===== src/design/pcx_rle_pkg.sv =====
// Shared types and constants for the PCX run-length pixel decoder.
// No dependencies; every other design file refers to this package by scoped names.
package pcx_rle_pkg;

  // Default geometry limits handed to the top level.
  localparam int unsigned MAX_WIDTH_DEF  = 1024;
  localparam int unsigned MAX_HEIGHT_DEF = 1024;

  // Field widths fixed by the stream format.
  localparam int unsigned BYTE_W   = 8;
  localparam int unsigned COUNT_W  = 6;
  localparam int unsigned ADDR_W   = 20;
  localparam int unsigned CFG_W    = 11;
  localparam int unsigned CFG_IDX_W = 1;

  // Run header marker and count mask.
  localparam logic [BYTE_W-1:0] RUN_MARK       = 8'hC0;
  localparam logic [BYTE_W-1:0] RUN_COUNT_MASK = 8'h3F;

  // Depth of the command queue between front and back.
  localparam int unsigned QUEUE_DEPTH = 2;

  // Configuration register indexes.
  typedef enum logic [CFG_IDX_W-1:0] {
    CFG_IMAGE_WIDTH  = 1'b0,
    CFG_IMAGE_HEIGHT = 1'b1
  } cfg_idx_e;

  // Raw configuration register contents.
  typedef struct packed {
    logic [CFG_W-1:0] image_width;
    logic [CFG_W-1:0] image_height;
  } cfg_t;

  // One input request.
  typedef struct packed {
    logic [BYTE_W-1:0] data_byte;
    logic              start_of_image;
  } in_item_t;

  // One pixel write.
  typedef struct packed {
    logic [ADDR_W-1:0] pixel_address;
    logic [BYTE_W-1:0] pixel_value;
    logic              run_last;
    logic              image_done;
  } out_item_t;

  // Classified byte passed from front to back.
  typedef struct packed {
    logic               start;
    logic               is_mark;
    logic [COUNT_W-1:0] count;
    logic [BYTE_W-1:0]  value;
  } cmd_t;

  // Queue status seen by its producer and consumer.
  typedef struct packed {
    logic full;
    logic valid;
  } queue_status_t;

endpackage


===== src/design/pcx_rle_pixel_decoder.sv =====
// A byte is stored in the command queue, and its first pixel write leaves through the
// back part's output register. While the output does not stall, literal bytes pass at
// one byte per cycle; a run header only sets the pending count, and its value byte then
// emits one pixel write per cycle for each pixel of the run (1 to 63), or none when the
// count is zero. The emit loop in the back part holds its write while the output stalls.
// Reset: asynchronous, active low; registers return to width 1 and height 1,
// and the decoder ignores bytes until the first start of image.
module pcx_rle_pixel_decoder #(
  parameter int unsigned MAX_WIDTH  = pcx_rle_pkg::MAX_WIDTH_DEF,
  parameter int unsigned MAX_HEIGHT = pcx_rle_pkg::MAX_HEIGHT_DEF
) (
  input  logic                                clk_i,
  input  logic                                rst_ni,
  input  pcx_rle_pkg::in_item_t               in_item_i,
  input  logic                                in_valid_i,
  output logic                                in_stall_o,
  output pcx_rle_pkg::out_item_t              out_item_o,
  output logic                                out_valid_o,
  input  logic                                out_stall_i,
  input  logic                                cfg_valid_i,
  output logic                                cfg_ready_o,
  input  logic [pcx_rle_pkg::CFG_IDX_W-1:0]   cfg_index_i,
  input  logic [pcx_rle_pkg::CFG_W-1:0]       cfg_data_i
);

  pcx_rle_pkg::cfg_t          cfg_q, cfg_d;
  pcx_rle_pkg::cmd_t          push_cmd, pop_cmd;
  pcx_rle_pkg::queue_status_t q_status;
  logic                       push, pop;

  // Take a register write every cycle.
  assign cfg_ready_o = 1'b1;

  always_comb begin
    cfg_d = cfg_q;
    if (cfg_valid_i) begin
      case (pcx_rle_pkg::cfg_idx_e'(cfg_index_i))
        pcx_rle_pkg::CFG_IMAGE_WIDTH:  cfg_d.image_width  = cfg_data_i;
        pcx_rle_pkg::CFG_IMAGE_HEIGHT: cfg_d.image_height = cfg_data_i;
        default: cfg_d = cfg_q;
      endcase
    end
  end

  always_ff @(posedge clk_i or negedge rst_ni) begin
    if (!rst_ni) begin
      cfg_q.image_width  <= pcx_rle_pkg::CFG_W'(1);
      cfg_q.image_height <= pcx_rle_pkg::CFG_W'(1);
    end else begin
      cfg_q <= cfg_d;
    end
  end

  pcx_rle_front u_front (
    .in_item_i  (in_item_i),
    .in_valid_i (in_valid_i),
    .q_status_i (q_status),
    .in_stall_o (in_stall_o),
    .push_o     (push),
    .cmd_o      (push_cmd)
  );

  pcx_rle_queue u_queue (
    .clk_i    (clk_i),
    .rst_ni   (rst_ni),
    .push_i   (push),
    .cmd_i    (push_cmd),
    .pop_i    (pop),
    .cmd_o    (pop_cmd),
    .status_o (q_status)
  );

  pcx_rle_back #(
    .MAX_WIDTH  (MAX_WIDTH),
    .MAX_HEIGHT (MAX_HEIGHT)
  ) u_back (
    .clk_i       (clk_i),
    .rst_ni      (rst_ni),
    .cfg_i       (cfg_q),
    .cmd_i       (pop_cmd),
    .q_status_i  (q_status),
    .pop_o       (pop),
    .out_item_o  (out_item_o),
    .out_valid_o (out_valid_o),
    .out_stall_i (out_stall_i)
  );

endmodule


===== src/design/pcx_rle_front.sv =====
// Front part of the PCX decoder: accepts stream bytes and classifies them.
// Depends on pcx_rle_pkg; feeds pcx_rle_queue.
module pcx_rle_front (
  input  pcx_rle_pkg::in_item_t      in_item_i,
  input  logic                       in_valid_i,
  input  pcx_rle_pkg::queue_status_t q_status_i,
  output logic                       in_stall_o,
  output logic                       push_o,
  output pcx_rle_pkg::cmd_t          cmd_o
);

  // Stall while the queue has no room; push every accepted request.
  assign in_stall_o = q_status_i.full;
  assign push_o     = in_valid_i && !q_status_i.full;

  // Split the byte into run-header flag, count and pixel value.
  always_comb begin
    cmd_o.start   = in_item_i.start_of_image;
    cmd_o.is_mark = (in_item_i.data_byte & pcx_rle_pkg::RUN_MARK) == pcx_rle_pkg::RUN_MARK;
    cmd_o.count   = pcx_rle_pkg::COUNT_W'(in_item_i.data_byte & pcx_rle_pkg::RUN_COUNT_MASK);
    cmd_o.value   = in_item_i.data_byte;
  end

endmodule


===== src/design/pcx_rle_queue.sv =====
// Short command queue between the decoder front and back.
// Depends on pcx_rle_pkg for the command type and depth.
module pcx_rle_queue (
  input  logic                       clk_i,
  input  logic                       rst_ni,
  input  logic                       push_i,
  input  pcx_rle_pkg::cmd_t          cmd_i,
  input  logic                       pop_i,
  output pcx_rle_pkg::cmd_t          cmd_o,
  output pcx_rle_pkg::queue_status_t status_o
);

  localparam int unsigned Depth = pcx_rle_pkg::QUEUE_DEPTH;
  localparam int unsigned PtrW  = (Depth > 1) ? $clog2(Depth) : 1;
  localparam int unsigned CntW  = $clog2(Depth + 1);

  pcx_rle_pkg::cmd_t entry_q [Depth];
  logic [PtrW-1:0]   wr_ptr_q, wr_ptr_d;
  logic [PtrW-1:0]   rd_ptr_q, rd_ptr_d;
  logic [CntW-1:0]   count_q, count_d;
  logic              do_push, do_pop;

  assign do_push = push_i && (count_q != CntW'(Depth));
  assign do_pop  = pop_i && (count_q != '0);

  // Advance pointers with wrap and track the fill level.
  always_comb begin
    wr_ptr_d = wr_ptr_q;
    rd_ptr_d = rd_ptr_q;
    count_d  = count_q;
    if (do_push) begin
      wr_ptr_d = (wr_ptr_q == PtrW'(Depth - 1)) ? '0 : wr_ptr_q + PtrW'(1);
    end
    if (do_pop) begin
      rd_ptr_d = (rd_ptr_q == PtrW'(Depth - 1)) ? '0 : rd_ptr_q + PtrW'(1);
    end
    if (do_push && !do_pop) begin
      count_d = count_q + CntW'(1);
    end else if (do_pop && !do_push) begin
      count_d = count_q - CntW'(1);
    end
  end

  always_ff @(posedge clk_i or negedge rst_ni) begin
    if (!rst_ni) begin
      wr_ptr_q <= '0;
      rd_ptr_q <= '0;
      count_q  <= '0;
    end else begin
      wr_ptr_q <= wr_ptr_d;
      rd_ptr_q <= rd_ptr_d;
      count_q  <= count_d;
    end
  end

  // Store the pushed command.
  always_ff @(posedge clk_i) begin
    if (do_push) begin
      entry_q[wr_ptr_q] <= cmd_i;
    end
  end

  assign cmd_o          = entry_q[rd_ptr_q];
  assign status_o.full  = (count_q == CntW'(Depth));
  assign status_o.valid = (count_q != '0);

endmodule


===== src/design/pcx_rle_back.sv =====
// Back part of the PCX decoder: runs the decode state, walks rows and columns
// and emits pixel writes through an output register. Depends on pcx_rle_pkg.
module pcx_rle_back #(
  parameter int unsigned MAX_WIDTH  = pcx_rle_pkg::MAX_WIDTH_DEF,
  parameter int unsigned MAX_HEIGHT = pcx_rle_pkg::MAX_HEIGHT_DEF
) (
  input  logic                       clk_i,
  input  logic                       rst_ni,
  input  pcx_rle_pkg::cfg_t          cfg_i,
  input  pcx_rle_pkg::cmd_t          cmd_i,
  input  pcx_rle_pkg::queue_status_t q_status_i,
  output logic                       pop_o,
  output pcx_rle_pkg::out_item_t     out_item_o,
  output logic                       out_valid_o,
  input  logic                       out_stall_i
);

  localparam int unsigned WW = $clog2(MAX_WIDTH + 1);
  localparam int unsigned PW = WW + 1;
  localparam int unsigned CW = $clog2(MAX_WIDTH);
  localparam int unsigned HW = $clog2(MAX_HEIGHT + 1);
  localparam int unsigned RW = (MAX_HEIGHT > 1) ? $clog2(MAX_HEIGHT) : 1;
  localparam int unsigned AW = pcx_rle_pkg::ADDR_W;
  localparam int unsigned SW = ((RW + PW) > AW) ? (RW + PW) : AW;
  localparam int unsigned NW = pcx_rle_pkg::COUNT_W;

  // Effective geometry, registered from the raw configuration.
  logic [WW-1:0] w_eff_q, w_eff_c;
  logic [PW-1:0] pitch_q, pitch_c, pitch_sum;
  logic [RW-1:0] hm1_q, hm1_c;
  logic [HW-1:0] h_eff_c;

  // Decode state.
  logic          awaiting_q, awaiting_d;
  logic [NW-1:0] pend_q, pend_d;
  logic [CW-1:0] col_q, col_d;
  logic [RW-1:0] row_q, row_d;
  logic          finished_q, finished_d;
  logic          active_q, active_d;
  logic [NW-1:0] left_q, left_d;
  logic [pcx_rle_pkg::BYTE_W-1:0] val_q, val_d;

  // Output register.
  logic                   out_valid_q, out_valid_d;
  pcx_rle_pkg::out_item_t out_q, out_d;

  // Emission path.
  logic                           adv, emit, done, last;
  logic [CW-1:0]                  e_col;
  logic [RW-1:0]                  e_row;
  logic [NW-1:0]                  e_n;
  logic [pcx_rle_pkg::BYTE_W-1:0] e_val;
  logic [WW-1:0]                  col_inc;
  logic [SW-1:0]                  addr_full;

  // Clamp width and height, round the pitch up to a multiple of four bytes.
  always_comb begin
    if (cfg_i.image_width == '0) begin
      w_eff_c = WW'(1);
    end else if (32'(cfg_i.image_width) > MAX_WIDTH) begin
      w_eff_c = WW'(MAX_WIDTH);
    end else begin
      w_eff_c = WW'(cfg_i.image_width);
    end
    if (cfg_i.image_height == '0) begin
      h_eff_c = HW'(1);
    end else if (32'(cfg_i.image_height) > MAX_HEIGHT) begin
      h_eff_c = HW'(MAX_HEIGHT);
    end else begin
      h_eff_c = HW'(cfg_i.image_height);
    end
    pitch_sum = PW'(w_eff_c) + PW'(3);
    pitch_c   = {pitch_sum[PW-1:2], 2'b00};
    hm1_c     = RW'(h_eff_c - HW'(1));
  end

  always_ff @(posedge clk_i or negedge rst_ni) begin
    if (!rst_ni) begin
      w_eff_q <= WW'(1);
      pitch_q <= PW'(4);
      hm1_q   <= '0;
    end else begin
      w_eff_q <= w_eff_c;
      pitch_q <= pitch_c;
      hm1_q   <= hm1_c;
    end
  end

  // Pick the next pixel: continue a run, or pop and decode a command.
  always_comb begin
    adv        = !out_valid_q || !out_stall_i;
    pop_o      = 1'b0;
    emit       = 1'b0;
    e_row      = row_q;
    e_col      = col_q;
    e_val      = val_q;
    e_n        = left_q;
    awaiting_d = awaiting_q;
    pend_d     = pend_q;
    finished_d = finished_q;
    row_d      = row_q;
    col_d      = col_q;
    active_d   = active_q;
    left_d     = left_q;
    val_d      = val_q;
    done       = 1'b0;
    last       = 1'b0;
    col_inc    = '0;
    out_d      = out_q;

    if (adv) begin
      if (active_q) begin
        emit = 1'b1;
      end else if (q_status_i.valid) begin
        pop_o = 1'b1;
        // Restart at the top stored row and drop any pending header.
        if (cmd_i.start) begin
          awaiting_d = 1'b0;
          pend_d     = '0;
          finished_d = 1'b0;
          e_col      = '0;
          e_row      = hm1_q;
        end
        if (!finished_d) begin
          if (awaiting_d) begin
            awaiting_d = 1'b0;
            e_n        = pend_d;
            pend_d     = '0;
            e_val      = cmd_i.value;
            emit       = (e_n != '0);
          end else if (cmd_i.is_mark) begin
            awaiting_d = 1'b1;
            pend_d     = cmd_i.count;
          end else begin
            e_n   = NW'(1);
            e_val = cmd_i.value;
            emit  = 1'b1;
          end
        end
        row_d = e_row;
        col_d = e_col;
      end

      // Step the column, wrap rows bottom-up, flag completion.
      if (emit) begin
        col_inc = WW'(e_col) + WW'(1);
        if (col_inc >= w_eff_q) begin
          col_d = '0;
          if (e_row == '0) begin
            done       = 1'b1;
            finished_d = 1'b1;
          end else begin
            row_d = e_row - RW'(1);
          end
        end else begin
          col_d = CW'(col_inc);
        end
        last     = done || (e_n == NW'(1));
        active_d = !last;
        left_d   = e_n - NW'(1);
        val_d    = e_val;
        out_d.pixel_address = addr_full[AW-1:0];
        out_d.pixel_value   = e_val;
        out_d.run_last      = last;
        out_d.image_done    = done;
      end
    end
    out_valid_d = adv ? emit : out_valid_q;
  end

  // Row base plus column, kept to the address width.
  assign addr_full = SW'(e_row) * SW'(pitch_q) + SW'(e_col);

  always_ff @(posedge clk_i or negedge rst_ni) begin
    if (!rst_ni) begin
      awaiting_q  <= 1'b0;
      pend_q      <= '0;
      col_q       <= '0;
      row_q       <= '0;
      finished_q  <= 1'b1;
      active_q    <= 1'b0;
      left_q      <= '0;
      out_valid_q <= 1'b0;
    end else begin
      awaiting_q  <= awaiting_d;
      pend_q      <= pend_d;
      col_q       <= col_d;
      row_q       <= row_d;
      finished_q  <= finished_d;
      active_q    <= active_d;
      left_q      <= left_d;
      out_valid_q <= out_valid_d;
    end
  end

  // Hold the run value and the pending write.
  always_ff @(posedge clk_i) begin
    val_q <= val_d;
    out_q <= out_d;
  end

  assign out_item_o  = out_q;
  assign out_valid_o = out_valid_q;

endmodule


===== config.mk =====
export PLATFORM = sky130hd
export DESIGN_NAME = pcx_rle_pixel_decoder
export DESIGN_NICKNAME = d
export VERILOG_FILES = /design/src/design/pcx_rle_pkg.sv /design/src/design/pcx_rle_pixel_decoder.sv /design/src/design/pcx_rle_front.sv /design/src/design/pcx_rle_queue.sv /design/src/design/pcx_rle_back.sv
export SDC_FILE = /design/constraint.sdc
export NUM_CORES = 1
export LEC_CHECK = 0
export BUFFER_PORTS_ARGS = -buffer_cell sky130_fd_sc_hd__buf_2
export CAP_MARGIN = 10
export CORE_ASPECT_RATIO = 0.8
export CORE_MARGIN = 4
export CORE_UTILIZATION = 61
export DETAILED_ROUTE_END_ITERATION = 7
export PLACE_DENSITY_LB_ADDON = 0.3
export SLEW_MARGIN = 15
export SYNTH_ARGS = -nofsm -noshare
export SYNTH_HDL_FRONTEND = slang
export SYNTH_SLANG_ARGS = --single-unit

===== constraint.sdc =====
create_clock -name clk_i -period 8.5 [get_ports clk_i]
set_input_delay 1.275 -clock clk_i [delete_from_list [all_inputs] [get_ports clk_i]]
set_output_delay 1.275 -clock clk_i [all_outputs]
set_load 0.05 [all_outputs]

==> results.json <==
{
  "tritoncts.num_buffers": 17,
  "worstMarginPinSlew_ps": 971,
  "cts_root_buffer": "clkbuf_16",
  "critical_path.reg2reg.startpoint": "u_queue.rd_ptr_q",
  "synth.yosys.warnings": 0,
  "diodes": 0,
  "post-cts-setup-buffers": 0,
  "vias": 7270,
  "worstSetupStartpointType": "input port",
  "drcViolationCount": 0,
  "fmax_mhz": 134,
  "die_w_um": 153,
  "hold_viol": 0,
  "synth_async_sr_flop_share_pct": 65.0,
  "synth-simple-area-share_pct": 16.0,
  "final_antenna_net_count": 0,
  "synth_edf_count": 50,
  "adder_cell_share_of_the_synthesized_area_pct": 20.6,
  "syn_to_layout_area_delta_pct": 10.3,
  "finalNetCount": 1185,
  "synth_top_area_share_pct": 21.3,
  "numClockSinks": 143,
  "dr.first_iter.drc_count": 483,
  "finalCritPeriodShare_pct": 87.9,
  "grt_setup_unrepaired": "no",
  "post_route_cells_drive_above_1_share_pct": 16.4,
  "finalClockSkew_ps": 8.67,
  "port_buffers": 57,
  "die_height_um": 124,
  "floorplan.core_area_um2": 16600,
  "timing.max_slew.rel_slack_pct": 35.0,
  "vias_per_cell": 5.77,
  "critical_path_rt_ps": 8670,
  "post_synth_xor_area_fraction_pct": 4.75,
  "avgRoutedWirePerCell_um": 17.1,
  "synth_fp_nets": 1138,
  "final.fill_count": 1256,
  "first_pass_iters": 5,
  "crit_arrival_ps": 7640,
  "cts.path.max_buffers": 2,
  "placement_rows": 42,
  "grt_first_pass_wirelength_um": 37300,
  "synth_top_cell_by_area": "dfrtp_1",
  "final.setup.tns_ps": 0,
  "netlist_area_um2": 10300,
  "antenna_violations_before_repair": 0,
  "fp.dieArea_um2": 19100,
  "cp_max_fo": 21,
  "gr-usage-all-layers_pct": 23.9,
  "grt_start_max_net_pins": 79,
  "cts_repair_resize_count": 0,
  "timing.reg2reg.worst_path_depth": 22,
  "finalSetupViolations": 0,
  "synth_top_family_by_area": "adder cells",
  "finalWorstPathRequiredPeriod_ps": 7470,
  "synth_compound_area_share_pct": 10.3,
  "min-delay-start": "u_back.left_q[0]",
  "worst_slack_at_placement_ps": 628,
  "globalRouteOverflowTotal": 0,
  "area.sequential_um2": 3830,
  "setup_slack_ps": 1030,
  "ys_dominant_reg_cell": "dfrtp_1",
  "cts.htree.levels": 4,
  "finalMaxSlewViolations": 0,
  "routed_wirelength_um": 21500,
  "seq_area_frac_synth_pct": 37.2,
  "whs_path_depth": 2,
  "synth_top_cells_by_area": "dfrtp_1, edfxtp_1, fa_1",
  "timing.max_cap.violations": 0,
  "multiInputGateArea_um2": 5980,
  "initial_util_pct": 62.3,
  "gpl.final_weighted_congestion": 0.863,
  "worstHoldPathType": "reg2reg",
  "synthesized_netlist_cell_count": 979,
  "synth-seq-cells": 143,
  "hpwlAfterDp_um": 16100,
  "run_status": "finished clean",
  "kind_of_capture_point_of_the_worst_setup_path": "register",
  "worst_hold_path.endpoint": "u_back.left_q[0]",
  "synthesis.area_per_instance_um2": 10.5,
  "path_clk_slew_ps": 60,
  "grt_pass1_vias": 7330,
  "cts_hold_repair.buffers": 0,
  "top_level_ports": 59,
  "path_class": "in2reg",
  "cts_tree": "done",
  "post_synth_mux_area_share_pct": 6.21,
  "insertion_delay_ps": 430,
  "worstReg2RegEnd": "u_back.out_item_o[27]",
  "synth.distinct_cells": 86,
  "worst-r2r-setup-slack_ps": 1260
}
## cells in the final DEF (no fill, tap or decap), types with 6 or more instances in the layout
cell type	instances
a21o_1	6
a21oi_1	27
a22o_1	7
a32o_1	6
and2_1	60
and3_1	6
buf_2	56
clkbuf_16	17
dfrtp_1	88
edfxtp_1	50
fa_1	62
ha_1	71
inv_1	93
mux2_1	7
mux2_2	39
mux2i_1	8
nand2_1	100
nand2b_1	9
nand3_1	19
nand4_1	6
nor2_1	38
nor2b_1	20
nor3_1	15
o21a_1	8
o21ai_0	28
o21ai_1	9
xnor2_1	34
xor2_1	22
## cells by family (layout without fill, tap and decap cells)
logic type / count (synthesis) / in the layout
and+or+nand+nor: 312 / 312
AOI/OAI and AO/OA: 148 / 148
DFF: 143 / 143
adders and majority gates: 133 / 133
buffers and inverters: 128 / 188
muxes: 57 / 57
xor gates and xnor gates: 56 / 56
other: 2 / 2
## cell usage after synthesis (5+ instances only)
cell type / number
mux2_2: 39
fa_1: 62
mux2_1: 7
a21o_1: 6
mux2i_1: 8
buf_1: 6
nand2b_1: 9
o21ai_0: 28
nor2b_1: 20
a21oi_1: 27
edfxtp_1: 50
nor4_1: 5
nor3_1: 15
xor2_1: 22
inv_1: 93
ha_1: 71
nand3_1: 19
nand2_1: 100
and3_1: 6
a22o_1: 7
clkbuf_1: 21
nor2_1: 38
nor3_2: 5
dfrtp_1: 88
o21ai_1: 9
nand4_1: 6
o21a_1: 8
xnor2_1: 34
and2_1: 60
a32o_1: 6
dfstp_2: 5
## how the worst max path moves through the flow
stage	from	to	slack (ps)	depth (start not counted)
finish	out_stall_i	u_back.out_item_o[27]	1030	27
global route	out_stall_i	u_back.out_item_o[27]	600	27
CTS	out_stall_i	u_back.out_item_o[27]	1020	27
detailed placement	out_stall_i	u_back.out_item_o[27]	630	27
global placement	out_stall_i	u_back.out_item_o[27]	800	27
floorplan	out_stall_i	u_back.out_item_o[29]	970	25
## worst max-delay path, cell delays in order
cell and delay (ps):
buf_2 100, and2_1 260, nor3_2 190, buf_4 280
mux2_2 470, nand2_1 130, fa_1 430, inv_1 90
fa_1 430, ha_1 330, fa_1 540, inv_1 50
fa_1 520, inv_1 40, ha_1 330, nand3_1 110
o22ai_2 290, nor2_1 120, xnor2_1 140, ha_1 320
o21a_1 150, o21ai_0 70, o21bai_1 150, nor3_1 280
nand3_2 190, nor4_2 240, xor2_1 110
## registers in the layout, indices dropped and copies added (netlist names)
register            flops
u_back.w_eff_q         11
u_back.pend_q           6
u_queue.count_q         2
u_back.pitch_q         10
u_queue.entry_q        20
u_queue.wr_ptr_q        1
u_back.col_q           10
u_back.left_q           6
u_back.active_q         1
u_back.row_q           10
u_queue.rd_ptr_q        1
u_back.finished_q       1
cfg_q                  22
u_back.val_q            8
u_back.awaiting_q       1
u_back.out_item_o      22
u_back.out_valid_o      1
u_back.hm1_q           10
## cell type report
cell class,count,share of cell area (%)
flip-flops and latches,143,33.7
clock buffers,17,3.74
well taps,220,2.42
inverters,95,3.13
clock inverters,15,1.62
repair buffers,61,2.79
multi-input cells,708,52.6
## stage by stage
stage          area (um^2)  std cells  hold slack (ps)  util [%]
3_5_place_dp         10800       1227              476      65.1
6_report             11400       1259              489      68.7
2_1_floorplan        10300        979              446         -
4_1_cts              11400       1259              489      68.7
5_1_grt              11400       1259              509      68.7
3_3_place_gp         10800       1227              467      65.1
## layer usage
metal | part of all wire (%) | wire, um | global-route usage, % | vias to the layer above
li1 | - | - | - | 3468
met1 | 47 | 10100 | 35.0 | 3545
met2 | 45 | 9750 | 36.3 | 227
met3 | 6.1 | 1320 | 5.45 | 30
met4 | 1.6 | 352 | 6.44 | 0
met5 | 0 | 0 | 0 | -
Power is not shown: default switching activity piles up to over one toggle a cycle in this logic, so the estimate is an artifact.
